<file path="config.mk">
export PLATFORM = sky130hd
export DESIGN_NAME = nmea_rmc_position_parser_core_flat
export DESIGN_NICKNAME = d
export VERILOG_FILES = /design/src/rtl/nrpp_pkg.sv /design/src/rtl/nrpp_ifs.sv /design/src/rtl/nmea_rmc_position_parser_core.sv /design/src/flat_wrapper.sv
export SDC_FILE = /design/constraint.sdc
export NUM_CORES = 1
export LEC_CHECK = 0
export ABC_AREA = 1
export BUFFER_PORTS_ARGS = -buffer_cell sky130_fd_sc_hd__buf_2
export CORE_AREA = 10 10 172 255
export DETAILED_ROUTE_END_ITERATION = 10
export DIE_AREA = 0 0 182 265
export HOLD_SLACK_MARGIN = 0.02
export PLACE_DENSITY = 0.49
export SYNTH_ARGS = -nofsm -noshare
export SYNTH_HDL_FRONTEND = slang
export SYNTH_SLANG_ARGS = --single-unit
</file>
<file path="constraint.sdc">
create_clock -name clock -period 10.55 [get_ports clock]
set_clock_uncertainty 0.05 [all_clocks]
set_input_delay 1.055 -clock clock [delete_from_list [all_inputs] [get_ports clock]]
set_output_delay 1.055 -clock clock [all_outputs]
set_load 0.01 [all_outputs]
</file>
<file path="src/rtl/nrpp_pkg.sv">
// Shared constants, codes and helpers for the RMC position parser.
package nrpp_pkg;

   localparam int LAT_W        = 56;
   localparam int LON_W        = 64;
   localparam int CHAR_W       = 8;
   localparam int STATUS_W     = 2;
   localparam int COUNT_W      = 7;
   localparam int FIELD_W      = 3;
   localparam int TPOS_W       = 4;
   localparam int TICK_W       = 16;
   localparam int CSR_INDEX_W  = 1;
   localparam int CSR_DATA_W   = 16;

   localparam int LAT_BYTES    = LAT_W / CHAR_W;
   localparam int LON_BYTES    = LON_W / CHAR_W;
   localparam int LAT_CHARS    = 7;
   localparam int LON_CHARS    = 8;

   localparam logic [COUNT_W-1:0] MAX_LEN_RESET = 7'd100;
   localparam logic [TICK_W-1:0]  TIMEOUT_RESET = 16'd1000;
   localparam logic [COUNT_W-1:0] PARSE_LIMIT   = 7'd99;
   localparam logic [COUNT_W-1:0] TAG_LEN       = 7'd6;

   localparam logic [CSR_INDEX_W-1:0] CSR_MAX_SENTENCE_LEN = 1'b0;
   localparam logic [CSR_INDEX_W-1:0] CSR_TIMEOUT_TICKS    = 1'b1;

   localparam logic [STATUS_W-1:0] STATUS_VALID   = 2'd0;
   localparam logic [STATUS_W-1:0] STATUS_INVALID = 2'd1;
   localparam logic [STATUS_W-1:0] STATUS_TIMEOUT = 2'd2;

   localparam logic [FIELD_W-1:0] FLD_STATUS = 3'd2;
   localparam logic [FIELD_W-1:0] FLD_LAT    = 3'd3;
   localparam logic [FIELD_W-1:0] FLD_NS     = 3'd4;
   localparam logic [FIELD_W-1:0] FLD_LON    = 3'd5;
   localparam logic [FIELD_W-1:0] FLD_EW     = 3'd6;
   localparam logic [FIELD_W-1:0] FLD_LAST   = 3'd7;
   localparam logic [FIELD_W-1:0] FLD_NEEDED = 3'd6;

   localparam logic [CHAR_W-1:0] CH_DOLLAR = 8'h24;
   localparam logic [CHAR_W-1:0] CH_COMMA  = 8'h2C;
   localparam logic [CHAR_W-1:0] CH_LF     = 8'h0A;
   localparam logic [CHAR_W-1:0] CH_CR     = 8'h0D;
   localparam logic [CHAR_W-1:0] CH_A      = 8'h41;
   localparam logic [CHAR_W-1:0] CH_NUL    = 8'h00;

   // Expected "$GPRMC" prefix character at a given position.
   function automatic logic [CHAR_W-1:0] rmc_tag_char(input logic [2:0] pos);
      logic [CHAR_W-1:0] ch;
      unique case (pos)
         3'd0:    ch = 8'h24;
         3'd1:    ch = 8'h47;
         3'd2:    ch = 8'h50;
         3'd3:    ch = 8'h52;
         3'd4:    ch = 8'h4D;
         3'd5:    ch = 8'h43;
         default: ch = 8'h00;
      endcase
      return ch;
   endfunction

endpackage

</file>
<file path="src/rtl/nrpp_ifs.sv">
// Valid/ready channel interfaces for the byte input and the position result.
interface nrpp_req_if import nrpp_pkg::*; ();
   logic              valid;
   logic              ready;
   logic              op;
   logic [CHAR_W-1:0] rx_byte;
   logic              overrun;

   modport source (output valid, output op, output rx_byte, output overrun, input ready);
   modport sink   (input valid, input op, input rx_byte, input overrun, output ready);
endinterface

interface nrpp_rsp_if import nrpp_pkg::*; ();
   logic                valid;
   logic                ready;
   logic [STATUS_W-1:0] status;
   logic [LAT_W-1:0]    latitude_text;
   logic [CHAR_W-1:0]   ns_char;
   logic [LON_W-1:0]    longitude_text;
   logic [CHAR_W-1:0]   ew_char;

   modport source (output valid, output status, output latitude_text, output ns_char,
                   output longitude_text, output ew_char, input ready);
   modport sink   (input valid, input status, input latitude_text, input ns_char,
                   input longitude_text, input ew_char, output ready);
endinterface

</file>
<file path="src/rtl/nmea_rmc_position_parser_core.sv">
// RMC sentence parser: byte/tick items in, status and held position out.
//
//   channel   dir   handshake      contents
//   req_if    in    valid/ready    op, rx_byte, overrun
//   rsp_if    out   valid/ready    status, latitude_text, ns_char, longitude_text, ew_char
//   csr       in    csr_we         csr_index, csr_wdata
//
// One item per cycle: the parse state updates in the cycle an item is taken.
// A result sits in the output register; a new item is taken while it is held
// unless that register is full and not being drained.
// Synchronous active-high reset clears parse state, held position and the output valid flag.
module nmea_rmc_position_parser_core
   import nrpp_pkg::*;
(
   input  logic                   clock,
   input  logic                   reset,
   nrpp_req_if.sink               req_if,
   nrpp_rsp_if.source             rsp_if,
   input  logic                   csr_we,
   input  logic [CSR_INDEX_W-1:0] csr_index,
   input  logic [CSR_DATA_W-1:0]  csr_wdata
);

   logic [COUNT_W-1:0]  cfg_max_len_ff;
   logic [TICK_W-1:0]   cfg_timeout_ff;

   logic                in_sentence_ff, in_sentence_in;
   logic [COUNT_W-1:0]  char_count_ff, char_count_in;
   logic [FIELD_W-1:0]  field_index_ff, field_index_in;
   logic                in_token_ff, in_token_in;
   logic [TPOS_W-1:0]   token_pos_ff, token_pos_in;
   logic                prefix_ok_ff, prefix_ok_in;
   logic                fix_valid_ff, fix_valid_in;
   logic                parse_done_ff, parse_done_in;
   logic [TICK_W-1:0]   tick_count_ff, tick_count_in;
   logic [LAT_W-1:0]    held_lat_ff, held_lat_in;
   logic [CHAR_W-1:0]   held_ns_ff, held_ns_in;
   logic [LON_W-1:0]    held_lon_ff, held_lon_in;
   logic [CHAR_W-1:0]   held_ew_ff, held_ew_in;

   logic                out_valid_ff, out_valid_in;
   logic [STATUS_W-1:0] out_status_ff;
   logic [LAT_W-1:0]    out_lat_ff;
   logic [CHAR_W-1:0]   out_ns_ff;
   logic [LON_W-1:0]    out_lon_ff;
   logic [CHAR_W-1:0]   out_ew_ff;

   logic                accept;
   logic                emit;
   logic [STATUS_W-1:0] emit_status;

   assign req_if.ready = !out_valid_ff || rsp_if.ready;
   assign accept       = req_if.valid && req_if.ready;

   always_comb begin
      logic [CHAR_W-1:0]  c;
      logic [COUNT_W-1:0] limit;
      logic [TICK_W-1:0]  tick_next;
      logic               pfx;
      logic [TPOS_W-1:0]  pos;
      logic [FIELD_W-1:0] fld;
      logic [FIELD_W-1:0] cur;

      c         = req_if.rx_byte;
      limit     = (cfg_max_len_ff == '0) ? '0 : cfg_max_len_ff - 7'd1;
      tick_next = tick_count_ff + 16'd1;
      pfx       = prefix_ok_ff;
      pos       = '0;
      fld       = '0;
      cur       = '0;

      in_sentence_in = in_sentence_ff;
      char_count_in  = char_count_ff;
      field_index_in = field_index_ff;
      in_token_in    = in_token_ff;
      token_pos_in   = token_pos_ff;
      prefix_ok_in   = prefix_ok_ff;
      fix_valid_in   = fix_valid_ff;
      parse_done_in  = parse_done_ff;
      tick_count_in  = tick_count_ff;
      held_lat_in    = held_lat_ff;
      held_ns_in     = held_ns_ff;
      held_lon_in    = held_lon_ff;
      held_ew_in     = held_ew_ff;
      emit           = 1'b0;
      emit_status    = STATUS_INVALID;

      if (accept) begin
         if (req_if.op) begin
            if (cfg_timeout_ff == '0 || tick_next >= cfg_timeout_ff) begin
               emit        = 1'b1;
               emit_status = STATUS_TIMEOUT;
            end else begin
               tick_count_in = tick_next;
            end
         end else if (!req_if.overrun) begin
            if (!in_sentence_ff) begin
               if (c == CH_DOLLAR) begin
                  // '$' opens token one and passes the first prefix check
                  in_sentence_in = 1'b1;
                  char_count_in  = 7'd1;
                  field_index_in = 3'd1;
                  in_token_in    = 1'b1;
                  token_pos_in   = 4'd1;
                  prefix_ok_in   = 1'b1;
                  fix_valid_in   = 1'b0;
                  parse_done_in  = 1'b0;
               end
            end else if (c == CH_LF || char_count_ff >= limit) begin
               emit = 1'b1;
               if (prefix_ok_ff && char_count_ff >= TAG_LEN && fix_valid_ff
                   && field_index_ff >= FLD_NEEDED)
                  emit_status = STATUS_VALID;
            end else if (c != CH_CR) begin
               char_count_in = char_count_ff + 7'd1;
               if (!parse_done_ff && char_count_ff < PARSE_LIMIT) begin
                  if (c == CH_NUL) begin
                     parse_done_in = 1'b1;
                     if (char_count_ff < TAG_LEN)
                        prefix_ok_in = 1'b0;
                  end else begin
                     if (char_count_ff < TAG_LEN && c != rmc_tag_char(char_count_ff[2:0]))
                        pfx = 1'b0;
                     prefix_ok_in = pfx;
                     if (c == CH_COMMA) begin
                        in_token_in = 1'b0;
                     end else if (!in_token_ff && field_index_ff == FLD_LAST) begin
                        parse_done_in = 1'b1;
                     end else begin
                        pos            = in_token_ff ? token_pos_ff : '0;
                        fld            = in_token_ff ? field_index_ff : field_index_ff + 3'd1;
                        cur            = fld - 3'd1;
                        in_token_in    = 1'b1;
                        field_index_in = fld;
                        token_pos_in   = (pos == 4'd15) ? pos : pos + 4'd1;
                        if (pfx) begin
                           if (cur == FLD_STATUS && pos == '0) begin
                              fix_valid_in = (c == CH_A);
                           end else if (cur == FLD_LAT && fix_valid_ff) begin
                              if (pos == '0)
                                 held_lat_in = '0;
                              for (int k = 0; k < LAT_BYTES; k++) begin
                                 if (k < LAT_CHARS && pos == TPOS_W'(k))
                                    held_lat_in[LAT_W-CHAR_W-CHAR_W*k +: CHAR_W] = c;
                              end
                           end else if (cur == FLD_NS && fix_valid_ff && pos == '0) begin
                              held_ns_in = c;
                           end else if (cur == FLD_LON && fix_valid_ff) begin
                              if (pos == '0)
                                 held_lon_in = '0;
                              for (int k = 0; k < LON_BYTES; k++) begin
                                 if (k < LON_CHARS && pos == TPOS_W'(k))
                                    held_lon_in[LON_W-CHAR_W-CHAR_W*k +: CHAR_W] = c;
                              end
                           end else if (cur == FLD_EW && fix_valid_ff && pos == '0) begin
                              held_ew_in = c;
                           end
                        end
                     end
                  end
               end
            end
         end

         if (emit) begin
            in_sentence_in = 1'b0;
            tick_count_in  = '0;
            char_count_in  = '0;
            field_index_in = '0;
            in_token_in    = 1'b0;
            token_pos_in   = '0;
            prefix_ok_in   = 1'b1;
            fix_valid_in   = 1'b0;
            parse_done_in  = 1'b0;
         end
      end
   end

   always_comb begin
      if (accept && emit)
         out_valid_in = 1'b1;
      else if (rsp_if.ready)
         out_valid_in = 1'b0;
      else
         out_valid_in = out_valid_ff;
   end

   always_ff @(posedge clock) begin
      if (reset) begin
         cfg_max_len_ff <= MAX_LEN_RESET;
         cfg_timeout_ff <= TIMEOUT_RESET;
      end else if (csr_we) begin
         unique case (csr_index)
            CSR_MAX_SENTENCE_LEN: cfg_max_len_ff <= csr_wdata[COUNT_W-1:0];
            CSR_TIMEOUT_TICKS:    cfg_timeout_ff <= csr_wdata[TICK_W-1:0];
            default: ;
         endcase
      end
   end

   always_ff @(posedge clock) begin
      if (reset) begin
         in_sentence_ff <= 1'b0;
         char_count_ff  <= '0;
         field_index_ff <= '0;
         in_token_ff    <= 1'b0;
         token_pos_ff   <= '0;
         prefix_ok_ff   <= 1'b1;
         fix_valid_ff   <= 1'b0;
         parse_done_ff  <= 1'b0;
         tick_count_ff  <= '0;
         held_lat_ff    <= '0;
         held_ns_ff     <= '0;
         held_lon_ff    <= '0;
         held_ew_ff     <= '0;
         out_valid_ff   <= 1'b0;
      end else begin
         in_sentence_ff <= in_sentence_in;
         char_count_ff  <= char_count_in;
         field_index_ff <= field_index_in;
         in_token_ff    <= in_token_in;
         token_pos_ff   <= token_pos_in;
         prefix_ok_ff   <= prefix_ok_in;
         fix_valid_ff   <= fix_valid_in;
         parse_done_ff  <= parse_done_in;
         tick_count_ff  <= tick_count_in;
         held_lat_ff    <= held_lat_in;
         held_ns_ff     <= held_ns_in;
         held_lon_ff    <= held_lon_in;
         held_ew_ff     <= held_ew_in;
         out_valid_ff   <= out_valid_in;
      end
   end

   // result payload is loaded with the held values as they stand before the item
   always_ff @(posedge clock) begin
      if (accept && emit) begin
         out_status_ff <= emit_status;
         out_lat_ff    <= held_lat_ff;
         out_ns_ff     <= held_ns_ff;
         out_lon_ff    <= held_lon_ff;
         out_ew_ff     <= held_ew_ff;
      end
   end

   assign rsp_if.valid          = out_valid_ff;
   assign rsp_if.status         = out_status_ff;
   assign rsp_if.latitude_text  = out_lat_ff;
   assign rsp_if.ns_char        = out_ns_ff;
   assign rsp_if.longitude_text = out_lon_ff;
   assign rsp_if.ew_char        = out_ew_ff;

endmodule

</file>
<file path="src/flat_wrapper.sv">
// flat-port wrapper written by rule: the top's interface ports become plain ports
module nmea_rmc_position_parser_core_flat import nrpp_pkg::*;
  (clock, reset, csr_we, csr_index, csr_wdata, req_if_valid, req_if_op, req_if_rx_byte, req_if_overrun, req_if_ready, rsp_if_valid, rsp_if_status, rsp_if_latitude_text, rsp_if_ns_char, rsp_if_longitude_text, rsp_if_ew_char, rsp_if_ready);
  nrpp_req_if req_if_i ();
  nrpp_rsp_if rsp_if_i ();
  input  logic clock;
  input  logic reset;
  input  logic csr_we;
  input  logic [CSR_INDEX_W-1:0] csr_index;
  input  logic [CSR_DATA_W-1:0] csr_wdata;
  input wire logic [$bits(req_if_i.valid)-1:0] req_if_valid;
  input wire logic [$bits(req_if_i.op)-1:0] req_if_op;
  input wire logic [$bits(req_if_i.rx_byte)-1:0] req_if_rx_byte;
  input wire logic [$bits(req_if_i.overrun)-1:0] req_if_overrun;
  output wire logic [$bits(req_if_i.ready)-1:0] req_if_ready;
  output wire logic [$bits(rsp_if_i.valid)-1:0] rsp_if_valid;
  output wire logic [$bits(rsp_if_i.status)-1:0] rsp_if_status;
  output wire logic [$bits(rsp_if_i.latitude_text)-1:0] rsp_if_latitude_text;
  output wire logic [$bits(rsp_if_i.ns_char)-1:0] rsp_if_ns_char;
  output wire logic [$bits(rsp_if_i.longitude_text)-1:0] rsp_if_longitude_text;
  output wire logic [$bits(rsp_if_i.ew_char)-1:0] rsp_if_ew_char;
  input wire logic [$bits(rsp_if_i.ready)-1:0] rsp_if_ready;
  assign req_if_i.valid = req_if_valid;
  assign req_if_i.op = req_if_op;
  assign req_if_i.rx_byte = req_if_rx_byte;
  assign req_if_i.overrun = req_if_overrun;
  assign req_if_ready = req_if_i.ready;
  assign rsp_if_valid = rsp_if_i.valid;
  assign rsp_if_status = rsp_if_i.status;
  assign rsp_if_latitude_text = rsp_if_i.latitude_text;
  assign rsp_if_ns_char = rsp_if_i.ns_char;
  assign rsp_if_longitude_text = rsp_if_i.longitude_text;
  assign rsp_if_ew_char = rsp_if_i.ew_char;
  assign rsp_if_i.ready = rsp_if_ready;
  nmea_rmc_position_parser_core u_core (.clock(clock), .reset(reset), .req_if(req_if_i), .rsp_if(rsp_if_i), .csr_we(csr_we), .csr_index(csr_index), .csr_wdata(csr_wdata));
endmodule
</file>
==> Yosys cells after proc, flatten, opt, wreduce, memory -nomap -nowiden <==
Cells that the tools add are included.
Widths: inputs -> output; s select.
{ "op_classes": {"div": 0, "n_bitwise": 11, "n_shift": 0, "n_reduce_logical": 63, "mux": 134, "n_eq_ne": 40, "addsub": 6, "n_lt_le_gt_ge": 6, "multipliers": 0} }
{ "ops": {"columns": ["cell", "n"], "rows": [
  ["$mux 8", 23],
  ["$reduce_and 16->1", 9],
  ["$reduce_and 14->1", 8],
  ["$mux 1", 67],
  ["$mux 64", 1],
  ["$mux 56", 1],
  ["$mux 7", 8],
  ["$mux 4", 13],
  ["$mux 16", 3],
  ["$pmux 7 s6", 1],
  ["$mux 3", 12],
  ["$ne 3x3->1 const B", 8],
  ["$eq 3x3->1 const B", 6],
  ["$reduce_and 9->1", 2],
  ["$reduce_bool 2->1", 9],
  ["$add 16x1->16 const B", 1],
  ["$eq 4x3->1 const B", 4],
  ["$eq 8x6->1 const B", 2],
  ["$ge 16x16->1", 1],
  ["$logic_not 16->1", 1],
  ["$ne 4x4->1 const B", 4],
  ["$logic_and 1x1->1", 15],
  ["$eq 3x2->1 const B", 4],
  ["$reduce_and 12->1", 1],
  ["other kinds (34)", 56]
]} }
{ "totals": {"ramBits": 0, "mem_bits_ro": 0, "in_bits": 32, "output_inout_bits": 140, "latch_bits": 0, "n_memories": 0, "reg_bits": 333, "wordCells": 294} }

==> Depth between registers and ports, before layout <==
Gate-level depths: netlist of the first run.
{ "depth": {"depth_word": 32, "ltp_mapped": 25, "ltp_nobuf": 25} }

==> Worst setup path after synthesis of the first run <==
OpenSTA, ideal clock, no wires.
{ "synth_timing": {"kind": "reg2reg", "start": "register u_core.tick_count_ff[0]", "end": "register u_core.out_ew_ff[0] (netlist: u_core.rsp_if.ew_char[0]) (enable)", "t_arrival_ns": 8.296, "path_slack_ns": 1.566, "period_less_slack_ns": 8.984, "stages_incl_launch_ff": 18, "setup_ns": 0.638, "t_required_ns": 9.862, "n_path_buf": 1, "path_cell_list": "dfxtp_1 ha_1 nand3_1 nand3b_1 nor3b_1 nand3_1 nor2_1 nand3_1 xnor2_1 ha_1 nand2_1 o21a_1 nand2_1 nor2_1 nand3_1 nand2_2 buf_2 nor2_1"} }
{ "synth_between": {"elab_chain_len": 8} }
{ "synth_lines": {"columns": ["element", "line_no", "source"], "rows": [
  ["start: declaration", "nmea_rmc_position_parser_core.sv:35", "logic [TICK_W-1:0] tick_count_ff, tick_count_in;"],
  ["start signal: assignment", "nmea_rmc_position_parser_core.sv:226", "tick_count_ff <= tick_count_in;"],
  ["$add 16x1->16", "nmea_rmc_position_parser_core.sv:66", "tick_next = tick_count_ff + 16'd1;"],
  ["$ge 16x16->1", "nmea_rmc_position_parser_core.sv:90", "if (cfg_timeout_ff == '0 || tick_next >= cfg_timeout_ff) begin"],
  ["$logic_or 1x1->1", "nmea_rmc_position_parser_core.sv:90", null],
  ["$mux 1", "nmea_rmc_position_parser_core.sv:90", null],
  ["$mux 1", "nmea_rmc_position_parser_core.sv:89", "if (req_if.op) begin"],
  ["$mux 1 (2 in series)", "nmea_rmc_position_parser_core.sv:88", "if (accept) begin"],
  ["$logic_and 1x1->1", "nmea_rmc_position_parser_core.sv:237", "if (accept && emit) begin"],
  ["end signal: assignment", "nmea_rmc_position_parser_core.sv:242", "out_ew_ff <= held_ew_ff;"],
  ["end: declaration", "nmea_rmc_position_parser_core.sv:46", "logic [CHAR_W-1:0] out_ew_ff;"]
]} }
Every way passes these cells. The select of a mux whose other input is x is not followed.
A chain may end at the register's enable or synchronous reset.

==> Worst setup path after layout of the first run <==
{ "layout_timing": {"start": "register u_core.tick_count_ff[0]", "end": "register u_core.out_ns_ff[5] (netlist: u_core.rsp_if.ns_char[5]) (enable)"} }
{ "layout_between": {"elab_chain_len": 8} }
{ "layout_lines": {"columns": ["element", "line_no", "source"], "rows": [
  ["$add 16x1->16", "nmea_rmc_position_parser_core.sv:66", null],
  ["$ge 16x16->1", "nmea_rmc_position_parser_core.sv:90", null],
  ["$logic_or 1x1->1", "nmea_rmc_position_parser_core.sv:90", null],
  ["$mux 1", "nmea_rmc_position_parser_core.sv:90", null],
  ["$mux 1", "nmea_rmc_position_parser_core.sv:89", null],
  ["$mux 1 (2 in series)", "nmea_rmc_position_parser_core.sv:88", null],
  ["$logic_and 1x1->1", "nmea_rmc_position_parser_core.sv:237", null],
  ["end signal: assignment", "nmea_rmc_position_parser_core.sv:240", "out_ns_ff <= held_ns_ff;"],
  ["end: declaration", "nmea_rmc_position_parser_core.sv:44", "logic [CHAR_W-1:0] out_ns_ff;"]
]} }
Every way passes these cells. The select of a mux whose other input is x is not followed.

==> metrics.cfg, run 1 <==
[floorplanning]
core_um2=39100
die_w_um=182
die_h_um=265
ios=172
start_util=0.348
dieArea_um2=48200
rows=89

[finish]
n_antenna_cell=0
final_common_cell=nor2_1
nNetsFinal=1683
drive_gt1_frac=0.174
area_growth_pct=17.1
fillers=3903
multi_input_area_um2=4800
finalNonFillerCells=2133
final-seq-area_um2=8050
final_cell_mix=nor2_1 (218), dfxtp_1 (195), nand2_1 (189), buf_2 (171), a21oi_1 (147)

[critical_path]
crit_top_cell=nand3_1
path_cells=ha_1 > nand3_1 > nand3b_1 > nor3b_1 > nand3_1 > nor2_1 > nand3_1 > xnor2_1 > ha_1 > nand2_1 > o21a_1 > nand2_1 > nor2_1 > nand3_1 > nand2_2 > nor2_4 > buf_4
worst_setup_path_start_kind=flop
worstSetupPathType=flop to flop
path_max_fanout=81
rr_startpoint=u_core.tick_count_ff[0]$_SDFFE_PP0P_
cp.required_ns=10.63
slowest_delay_ns=0.78
worst_ep_arrival_time_ns=4.39
cp-end-kind=flop
r2r_end=u_core.rsp_if.ns_char[5]$_DFFE_PP_
r2r_slack_ns=6.23
reg2reg_depth=17
slowest_stage=buf_4

[clock_network]
cts_setup_buffers=0
cts_resized=0
clkLatencyLatePin_ns=0.52
cts_buffers=34
postCtsHoldBufs=0
clock-sinks=333
root_buffer=clkbuf_16
cts_tree=yes
cts.clk_slew.worst_paths_ns=0.06
cts_buffer_depth=3
ctsHtreeMaxLevel=2

[sta]
rsz0062_at_grt=false
relSlewSlack=0.314
tightestPinTransition_ns=1.03
whs_ns=0.369
setup_viol=0
min_period_ns=4.32
final_max_slew_viol_count=0
tns_ns=0
fmax_ghz=0.231
period_share=0.409
finalHoldViolCount=0

[place]
dp.cells=2073
portBuffers=171
place.gp.congestion=0.837
hpwl_um=26300

[global_route]
grt_pass1_vias=10177
grt_max_degree=96
antenna_found_initial=0
grt-ovfl-total=0
grt_pass1_wl_um=57100
track_usage=0.147

[logic_synthesis]
synth_top_area_cell=edfxtp_1
synth-seq-area-share=0.592
synth_top_family_by_area=simple AND/OR/NAND/NOR gates
syn_nets=1521
synth_seq_cells=333
synth_area_per_cell_um2=9.40
synth_adder_area_share=0.0386
syn_inst=1447
synth_top_area_share=0.305
synth.top_cells.by_area=edfxtp_1 (30%), dfxtp_1 (29%), nor2_1 (6.0%)
synthFlopType=dfxtp_1
netlist_area_um2=13600
synth-edff-count=138
async_reset_ff_frac=0
synth_cell_type_count=43
yosys-mux-area-fraction=0
ys_warn_count=0
synthSimpleGateAreaFrac=0.172
synthXorXnorAreaFrac=0.0134
synth_compound_area_frac=0.128

[detailed_routing]
drt-wirelength-per-cell_um=17.2
drt_wl_total_um=36600
drtPass1Iterations=4
num_vias=10131
drcViolationCount=0
drt-initial-drc-count=506
viasPerCell=4.75
detail-route-antenna-nets=0

[flow_run]
cap_viol_max_count=0

[worst_hold_path]
hold_end=u_core.rsp_if.latitude_text[15]$_DFFE_PP_
hp-start=u_core.held_lat_ff[15]$_SDFFE_PP0P_
holdCritPathClass=flop to flop
hold_path_depth=0

[power]
pwr_density_cell_nw_per_um2=167
p_leak_uw=0.00654
vdd_ir_drop_max_v=0.0000875

[outcome]
status=completed

-- worst max path at each step --
| stage | depth (start not counted) | start | to | slack (ns) |
|---|---|---|---|---|
| finish | 17 | u_core.tick_count_ff[0]$_SDFFE_PP0P_ | u_core.rsp_if.ns_char[5]$_DFFE_PP_ | 6.23 |
| global route | 19 | u_core.tick_count_ff[0]$_SDFFE_PP0P_ | u_core.rsp_if.ns_char[5]$_DFFE_PP_ | 5.86 |
| CTS | 16 | u_core.tick_count_ff[0]$_SDFFE_PP0P_ | u_core.rsp_if.ns_char[5]$_DFFE_PP_ | 6.20 |
| detailed placement | 16 | u_core.tick_count_ff[0]$_SDFFE_PP0P_ | u_core.rsp_if.longitude_text[58]$_DFFE_PP_ | 6.23 |
| global placement | 17 | u_core.tick_count_ff[0]$_SDFFE_PP0P_ | u_core.rsp_if.longitude_text[61]$_DFFE_PP_ | 6.32 |
| floorplan | 17 | u_core.tick_count_ff[0]$_SDFFE_PP0P_ | u_core.rsp_if.ew_char[0]$_DFFE_PP_ | 1.57 |
-- cell families after synthesis --
kind of cell | count (synthesis)
flops | 333
xor+xnor | 20
fa+ha+maj | 42
compound gates | 334
buf+inv | 187
simple gates | 531
-- critical path: cells and delay by family, from the launching register on --
| kind | cells | cell delay, ns |
|---|---|---|
| DFF | 1 | 0.36 |
| xor gates and xnor gates | 1 | 0.16 |
| AOI/OAI and AO/OA | 1 | 0.19 |
| and+or+nand+nor | 12 | 1.82 |
| buffers and inverters | 1 | 0.78 |
| adders and majority gates | 2 | 0.48 |
-- registers in the layout, indices dropped and copies added, names as in the netlist, 8 cells and up --
register / cells
u_core.rsp_if.latitude_text: 56
u_core.held_lon_ff: 64
u_core.rsp_if.ns_char: 8
u_core.rsp_if.ew_char: 8
u_core.held_ns_ff: 8
u_core.rsp_if.longitude_text: 64
u_core.cfg_timeout_ff: 16
u_core.tick_count_ff: 16
u_core.held_lat_ff: 56
u_core.held_ew_ff: 8
-- where the power goes --
| part | internal [uW] | switching (uW) |
|---|---|---|
| Sequential | 1360 | 10.9 |
| Clock | 673 | 497 |
| Combinational | 37.0 | 89.2 |
-- through the flow --
stage	total power (uW)	setup slack (ns)	area, um2	util
after floorplan	1470	1.57	13600	-
after global placement	1520	6.32	14900	0.381
after detailed placement	1520	6.23	14900	0.381
after CTS	2700	6.20	15900	0.408
after global routing	2760	5.86	15900	0.408
final	2660	6.23	15900	0.408
-- per-layer routing --
layer	track usage	share of wire	vias to the layer above
met4	0.0485	0.027	0
li1	-	-	5170
met1	0.163	0.40	4698
met3	0.0315	0.048	63
met5	0	0	-
met2	0.272	0.52	200
-- cell usage after synthesis (2+ instances only) --
master and n:
buf_6 2, nor2_4 8, o21ai_2 4, dfxtp_1 195
inv_2 14, o21ai_1 24, nand3_2 3, buf_2 12
inv_1 125, buf_4 8, a21oi_1 147, edfxtp_1 138
nor4_1 3, xnor2_1 8, nand4_1 8, ha_1 42
nand2_1 189, xor2_1 11, nor3_1 24, o21a_1 2
nand2_4 3, or2_2 4, nand2_2 11, o211ai_1 7
o21ai_0 143, clkbuf_1 26, nor2_2 7, o21bai_1 2
nor2_1 219, nand3_1 43, nand3b_1 3
-- final cells by class --
cell class              instances  share of cell area
clock buffers                  46              0.0588
clock inverters                14             0.00754
inverters                     139              0.0329
multi-input cells             927               0.301
flip-flops and latches        333               0.505
well taps                     500              0.0393
repair buffers                174              0.0551
Note: power is estimated with default switching activity, not from simulation.
==> run 2: changes to the inputs <==
--- a/config.mk
+++ b/config.mk
@@ -5,11 +5,11 @@
 export SDC_FILE = /design/constraint.sdc
 export NUM_CORES = 1
 export LEC_CHECK = 0
-export ABC_AREA = 1
+export ABC_AREA = 0
 export BUFFER_PORTS_ARGS = -buffer_cell sky130_fd_sc_hd__buf_2
-export CORE_AREA = 10 10 172 255
+export CORE_AREA = 10 10 173 255
 export DETAILED_ROUTE_END_ITERATION = 10
-export DIE_AREA = 0 0 182 265
+export DIE_AREA = 0 0 183 265
 export HOLD_SLACK_MARGIN = 0.02
 export PLACE_DENSITY = 0.49
 export SYNTH_ARGS = -nofsm -noshare
==> constraint.sdc (replaced) <==
create_clock -name clock -period 4.5 [get_ports clock]
set_clock_uncertainty 0.05 [all_clocks]
set_input_delay 0.45 -clock clock [delete_from_list [all_inputs] [get_ports clock]]
set_output_delay 0.45 -clock clock [all_outputs]
set_load 0.01 [all_outputs]
==> metrics.cfg, run 2 <==
[outcome]
status=completed

[place]
hpwl_um=24700  ; -6.3%
portBuffers=171  ; unchanged
postPlaceCellArea_um2=15100  ; +1.6%
dp.cells=1871  ; -9.7%
place.gp.congestion=0.792  ; -5.4%

[floorplanning]
start_util=0.346  ; -0.00216
die_w_um=183  ; +0.55%
dieArea_um2=48500  ; +0.55%
die_h_um=265  ; unchanged
rows=89  ; unchanged
core_um2=39400  ; +0.85%
ios=172  ; unchanged

[clock_network]
root_buffer=clkbuf_16
clock-sinks=333  ; unchanged
clkLatencyLatePin_ns=0.58  ; +0.06 ns
cts_buffers=31  ; -8.8%
ctsHtreeMaxLevel=1  ; -1
cts_tree=yes
cts.clk_slew.worst_paths_ns=0.07  ; about the same
cts_buffer_depth=3  ; unchanged
cts_resized=0  ; unchanged

[logic_synthesis]
yosys-top-cells-count=dfxtp_1 (195), edfxtp_1 (138), nand2_1 (130)
synth-seq-area-share=0.590  ; -0.00136
synthFlopType=dfxtp_1
synth_seq_cells=333  ; unchanged
synth.top_cells.by_area=edfxtp_1 (30%), dfxtp_1 (29%), mux2i_1 (4.9%)
yosysMostFrequentCell=dfxtp_1
synth_top_area_share=0.304  ; -0.000699
synth_area_per_cell_um2=10.8  ; +15%
synth_cell_type_count=62  ; +44%
synth_top_area_cell=edfxtp_1
async_reset_ff_frac=0  ; unchanged
synth-edff-count=138  ; unchanged
syn_inst=1259  ; -13%
syn_nets=1333  ; -12%
netlist_area_um2=13600  ; +0.23%
ys_warn_count=0  ; unchanged

[power]
clkPwrFrac=0.462  ; +0.022
p_sw_uw=1340  ; +120%
netSwitchingFraction=0.217  ; -0.00730
vdd_ir_drop_max_v=0.000243  ; +180%
p_leak_uw=0.00627  ; -4.1%
power_uw=6170  ; +130%
pwr_density_cell_nw_per_um2=380  ; +130%
p_int_uw=4830  ; +130%
p_seq_frac=0.509  ; -0.004
combPwrFrac=0.029  ; -0.018

[detailed_routing]
detail-route-antenna-nets=0  ; unchanged
num_vias=9646  ; -4.8%
viasPerCell=5.00  ; +5.2%
drcViolationCount=0  ; unchanged
drtPass1Iterations=5  ; +1
drt_wl_total_um=36900  ; +0.74%
drt-wirelength-per-cell_um=19.1  ; +11%
drt-initial-drc-count=696  ; +38%

[global_route]
antenna_found_initial=1  ; +1
grt_pass1_wl_um=57700  ; +1.2%
track_usage=0.149  ; +0.00210
grt_pass1_vias=9746  ; -4.2%
grt_max_degree=118  ; +23%
grt-ovfl-total=0  ; unchanged

[sta]
whs_ns=0.0447  ; -0.324 ns
fmax_ghz=0.250  ; +7.9%
final_max_slew_viol_count=0  ; unchanged
tightestPinTransition_ns=0.886  ; -0.144 ns
rsz0062_at_grt=false
finalHoldViolCount=0  ; unchanged
setup_viol=0  ; unchanged
min_period_ns=4.00  ; -0.317 ns
period_share=0.890  ; +0.480
relSlewSlack=0.409  ; +0.0957

[finish]
multi_input_area_um2=5250  ; +9.3%
final_common_cell=dfxtp_1
fin_util=0.412  ; +0.00439
final-seq-area_um2=8050  ; about the same
fin_area_um2=16200  ; +1.9%
n_antenna_cell=0  ; unchanged
nNetsFinal=1480  ; -12%
area_growth_pct=19.1
finalNonFillerCells=1931  ; -9.5%
fillers=3856  ; -1.2%
drive_gt1_frac=0.200  ; +0.0259
final_cell_mix=dfxtp_1 (192), buf_2 (170), edfxtp_1 (138), nand2_1 (129), a21oi_1 (103)

[critical_path]
cp-end-kind=flop
worstSetupPathType=flop to flop
worst_setup_path_start_kind=flop
cp.required_ns=4.67  ; -5.96 ns
path_max_fanout=86  ; +6.2%
worst_ep_arrival_time_ns=4.17  ; -0.22 ns

[flow_run]
cap_viol_max_count=0  ; unchanged

[worst_hold_path]
holdCritPathClass=input pin to flop

run 2: changes by cell type in the layout (fill, tap and decap cells not counted), moves of 10 or more:
cell	delta
inv_1	-99
nand2b_1	+68
mux2i_1	+67
nand3b_1	+24
buf_4	+19
nand2_1	-60
nand3_1	+34
o21ai_1	-23
nor2_1	-148
inv_2	-12
or3_1	+14
nand2_2	-10
a21oi_1	-44
o21ai_0	-105
run 2: final timing paths:
check	from	slack (ns)	cells after the start	to
hold / removal	csr_wdata[9]	0.04	3	u_core.cfg_timeout_ff[9]$_SDFFE_PP1P_
setup reg to reg	u_core.tick_count_ff[0]$_SDFFE_PP0P_	0.50	16	u_core.rsp_if.longitude_text[25]$_DFFE_PP_
hold reg to reg	u_core.held_lat_ff[4]$_SDFFE_PP0P_	0.38	0	u_core.rsp_if.latitude_text[4]$_DFFE_PP_
setup / recovery	u_core.tick_count_ff[0]$_SDFFE_PP0P_	0.50	16	u_core.rsp_if.longitude_text[25]$_DFFE_PP_
run 2: power groups by stage:
stage / Combinational (uW) / Clock [uW] / Sequential [uW]
floorplan: 115 / 0 / 3200
global placement: 178 / 0 / 3210
detailed placement: 180 / 0 / 3210
CTS: 182 / 2920 / 3140
global route: 198 / 3040 / 3140
finish: 178 / 2850 / 3140
run 2: worst max-delay path: stages, from the launching register on:
cell and delay (ns):
dfxtp_4 0.38, ha_4 0.15, and3_4 0.21, and3_4 0.21, and3_1 0.32, nand3_1 0.14
xnor2_1 0.18, ha_1 0.28, nand4_1 0.11, nor3_1 0.30, a211oi_2 0.13, a21boi_1 0.19
buf_4 0.19, a21oi_2 0.05, nand2b_4 0.17, clkinvlp_4 0.12, buf_12 0.35
run 2: kinds of logic after synthesis:
kind of cell | share of synthesized area
simple gates | 0.184
flops | 0.590
compound gates | 0.0873
buf+inv | 0.0327
mux | 0.0508
fa+ha+maj | 0.0385
xor+xnor | 0.0167
run 2: through the flow:
step | setup TNS [ns] | setup slack (ns)
5_1_grt | 0 | 0.263
6_report | 0 | 0.497
4_1_cts | 0 | 0.497
2_1_floorplan | -96.52 | -0.696
3_5_place_dp | 0 | 0.552
3_3_place_gp | 0 | 0.550
run 2: cell type report:
type,count,share of cell area
clock inverters,21,0.0163
well taps,500,0.0385
multi-input cells,815,0.323
flip-flops and latches,333,0.496
inverters,28,0.00670
clock buffers,37,0.0522
repair buffers,197,0.0675
run 2: per-layer routing:
| layer | vias up | wire, um | GRT usage |
|---|---|---|---|
| li1 | 4771 | - | - |
| met1 | 4603 | 15000 | 0.176 |
| met2 | 215 | 19300 | 0.271 |
| met3 | 57 | 1640 | 0.0225 |
| met4 | 0 | 909 | 0.0449 |
| met5 | - | 0 | 0 |
run 2: timing repair:
item,4_1_cts,5_1_grt
hold endpoints to repair,2,0
hold buffers,2,0
setup buffers,0,0
==> run 3: changes to the inputs <==
--- a/config.mk
+++ b/config.mk
@@ -7,11 +7,13 @@
 export LEC_CHECK = 0
 export ABC_AREA = 0
 export BUFFER_PORTS_ARGS = -buffer_cell sky130_fd_sc_hd__buf_2
+export CELL_PAD_IN_SITES_DETAIL_PLACEMENT = 0
+export CELL_PAD_IN_SITES_GLOBAL_PLACEMENT = 1
 export CORE_AREA = 10 10 173 255
 export DETAILED_ROUTE_END_ITERATION = 10
 export DIE_AREA = 0 0 183 265
 export HOLD_SLACK_MARGIN = 0.02
-export PLACE_DENSITY = 0.49
+export PLACE_DENSITY = 0.6
 export SYNTH_ARGS = -nofsm -noshare
 export SYNTH_HDL_FRONTEND = slang
 export SYNTH_SLANG_ARGS = --single-unit
==> metrics.cfg, run 3 (synthesis gave the netlist of run 2 again) <==
[finish]
finalNonFillerCells=1930  ; -0.052%
final_common_cell=dfxtp_1
drive_gt1_frac=0.196  ; -0.00406
n_antenna_cell=0  ; unchanged
nNetsFinal=1479  ; -0.068%
area_growth_pct=18.6
multi_input_area_um2=5250  ; unchanged
final-seq-area_um2=8050  ; unchanged
final_cell_mix=dfxtp_1 (192), buf_2 (170), edfxtp_1 (138), nand2_1 (129), a21oi_1 (103)
fillers=3912  ; +1.5%

[clock_network]
cts_buffer_depth=3  ; unchanged
cts.clk_slew.worst_paths_ns=0.06  ; about the same
cts_buffers=34  ; +9.7%
postCtsHoldBufs=0  ; -2
root_buffer=clkbuf_16
ctsHtreeMaxLevel=2  ; +1
cts_tree=yes
cts_resized=0  ; unchanged
clkLatencyLatePin_ns=0.52  ; -0.06 ns
clock-sinks=333  ; unchanged
cts_setup_buffers=0  ; unchanged

[critical_path]
worst_ep_arrival_time_ns=3.94  ; -0.23 ns
path_max_fanout=113  ; +31%
cp-end-kind=flop
worstSetupPathType=flop to flop
cp.required_ns=4.60  ; -0.07 ns
worst_setup_path_start_kind=flop

[place]
pre_cts_slack_ns=0.656  ; +0.104 ns
portBuffers=171  ; unchanged
place.gp.congestion=0.816  ; +2.9%
hpwl_um=24800  ; +0.53%
dp.cells=1869  ; -0.11%

[floorplanning]
start_util=0.346  ; unchanged
core_um2=39400  ; unchanged
die_h_um=265  ; unchanged
dieArea_um2=48500  ; unchanged
rows=89  ; unchanged
die_w_um=183  ; unchanged
ios=172  ; unchanged

[worst_hold_path]
holdCritPathClass=input pin to flop

[sta]
finalHoldViolCount=0  ; unchanged
whs_ns=0.0996  ; +0.0548 ns
tightestPinTransition_ns=1.07  ; +0.186 ns
rsz0062_at_grt=false
period_share=0.853  ; -0.0367
min_period_ns=3.84  ; -0.165 ns
setup_viol=0  ; unchanged
final_max_slew_viol_count=0  ; unchanged
fmax_ghz=0.261  ; +4.3%
tns_ns=0  ; unchanged
finalWorstSetupSlack_ns=0.662  ; +0.165 ns
relSlewSlack=0.286  ; -0.124

[outcome]
status=completed

[detailed_routing]
num_vias=9563  ; -0.86%
detail-route-antenna-nets=0  ; unchanged
drtPass1Iterations=4  ; -1
drt_wl_total_um=36800  ; about the same
viasPerCell=4.95  ; -0.81%
drt-initial-drc-count=579  ; -17%
drcViolationCount=0  ; unchanged
drt-wirelength-per-cell_um=19.1  ; about the same

[global_route]
grt_pass1_wl_um=57500  ; -0.47%
grt-ovfl-total=0  ; unchanged
grt_max_degree=125  ; +5.9%
antenna_found_initial=0  ; -1
track_usage=0.150  ; +0.000878
grt_pass1_vias=9607  ; -1.4%

[power]
pwr_density_cell_nw_per_um2=378  ; -0.47%
vdd_ir_drop_max_v=0.000186  ; -24%
p_leak_uw=0.00624  ; -0.43%

[flow_run]
cap_viol_max_count=0  ; unchanged

[run 3: changes by cell type in the layout (fill, tap and decap cells not counted)]
| cell | delta |
|---|---|
| dlygate4sd3_1 | -2 |
| buf_4 | -1 |
| clkinv_2 | +4 |
| clkinv_4 | -2 |
| clkbuf_1 | +6 |
| bufinv_16 | -3 |
| clkinv_1 | +1 |
| clkbuf_16 | +5 |
| clkbuf_8 | -4 |
| buf_12 | -1 |
| inv_6 | -2 |
| clkinvlp_4 | -2 |
[run 3: area by class of cell]
type / instances / share of cell area
clock buffer: 44 / 0.0582
multi-input combinational: 815 / 0.324
inverter: 28 / 0.00673
sequential: 333 / 0.498
timing repair buffer: 193 / 0.0648
clock inverter: 17 / 0.00913
tap: 500 / 0.0387
[run 3: power breakdown]
group          internal [uW]  total, uW  switching [uW]  leakage, uW
registers               3130       3140            12.1      0.00302
logic                   55.6        176             120      0.00269
clock network           1600       2790            1190     0.000532
total                   4790       6110            1320      0.00624
[run 3: metrics by stage]
stage          cell area [um2]   util  total power, uW
3_3_place_gp             15100  0.383             3390
3_5_place_dp             15100  0.383             3390
5_1_grt                  16200  0.410             6330
2_1_floorplan            13800      -             3320
4_1_cts                  16200  0.410             6200
6_report                 16200  0.410             6110
[run 3: worst max-delay path: stages, from the launching register on]
cell        delay, ns
dfxtp_2          0.37
ha_4             0.16
and3_4           0.21
and3_4           0.21
and3_1           0.30
nand3_1          0.12
xnor2_1          0.17
ha_1             0.31
nand4_1          0.11
nor3_1           0.25
a211oi_2         0.12
a21boi_1         0.23
a21oi_2          0.07
nand2b_4         0.17
clkinvlp_4       0.09
buf_12           0.42
[run 3: worst paths after layout]
kind | end | start | depth (start not counted) | slack, ns
min | u_core.cfg_timeout_ff[7]$_SDFFE_PP1P_ | csr_wdata[7] | 3 | 0.1
min reg2reg | u_core.rsp_if.longitude_text[38]$_DFFE_PP_ | u_core.held_lon_ff[38]$_SDFFE_PP0P_ | 0 | 0.38
max | u_core.rsp_if.longitude_text[29]$_DFFE_PP_ | u_core.tick_count_ff[1]$_SDFFE_PP0P_ | 15 | 0.66
max reg2reg | u_core.rsp_if.longitude_text[29]$_DFFE_PP_ | u_core.tick_count_ff[1]$_SDFFE_PP0P_ | 15 | 0.66
[run 3: routing by layer]
metal	global-route usage	vias to the layer above	part of all wire
met3	0.0249	48	0.042
met1	0.174	4580	0.41
met4	0.0446	0	0.021
li1	-	4770	-
met2	0.275	165	0.53
met5	0	-	0
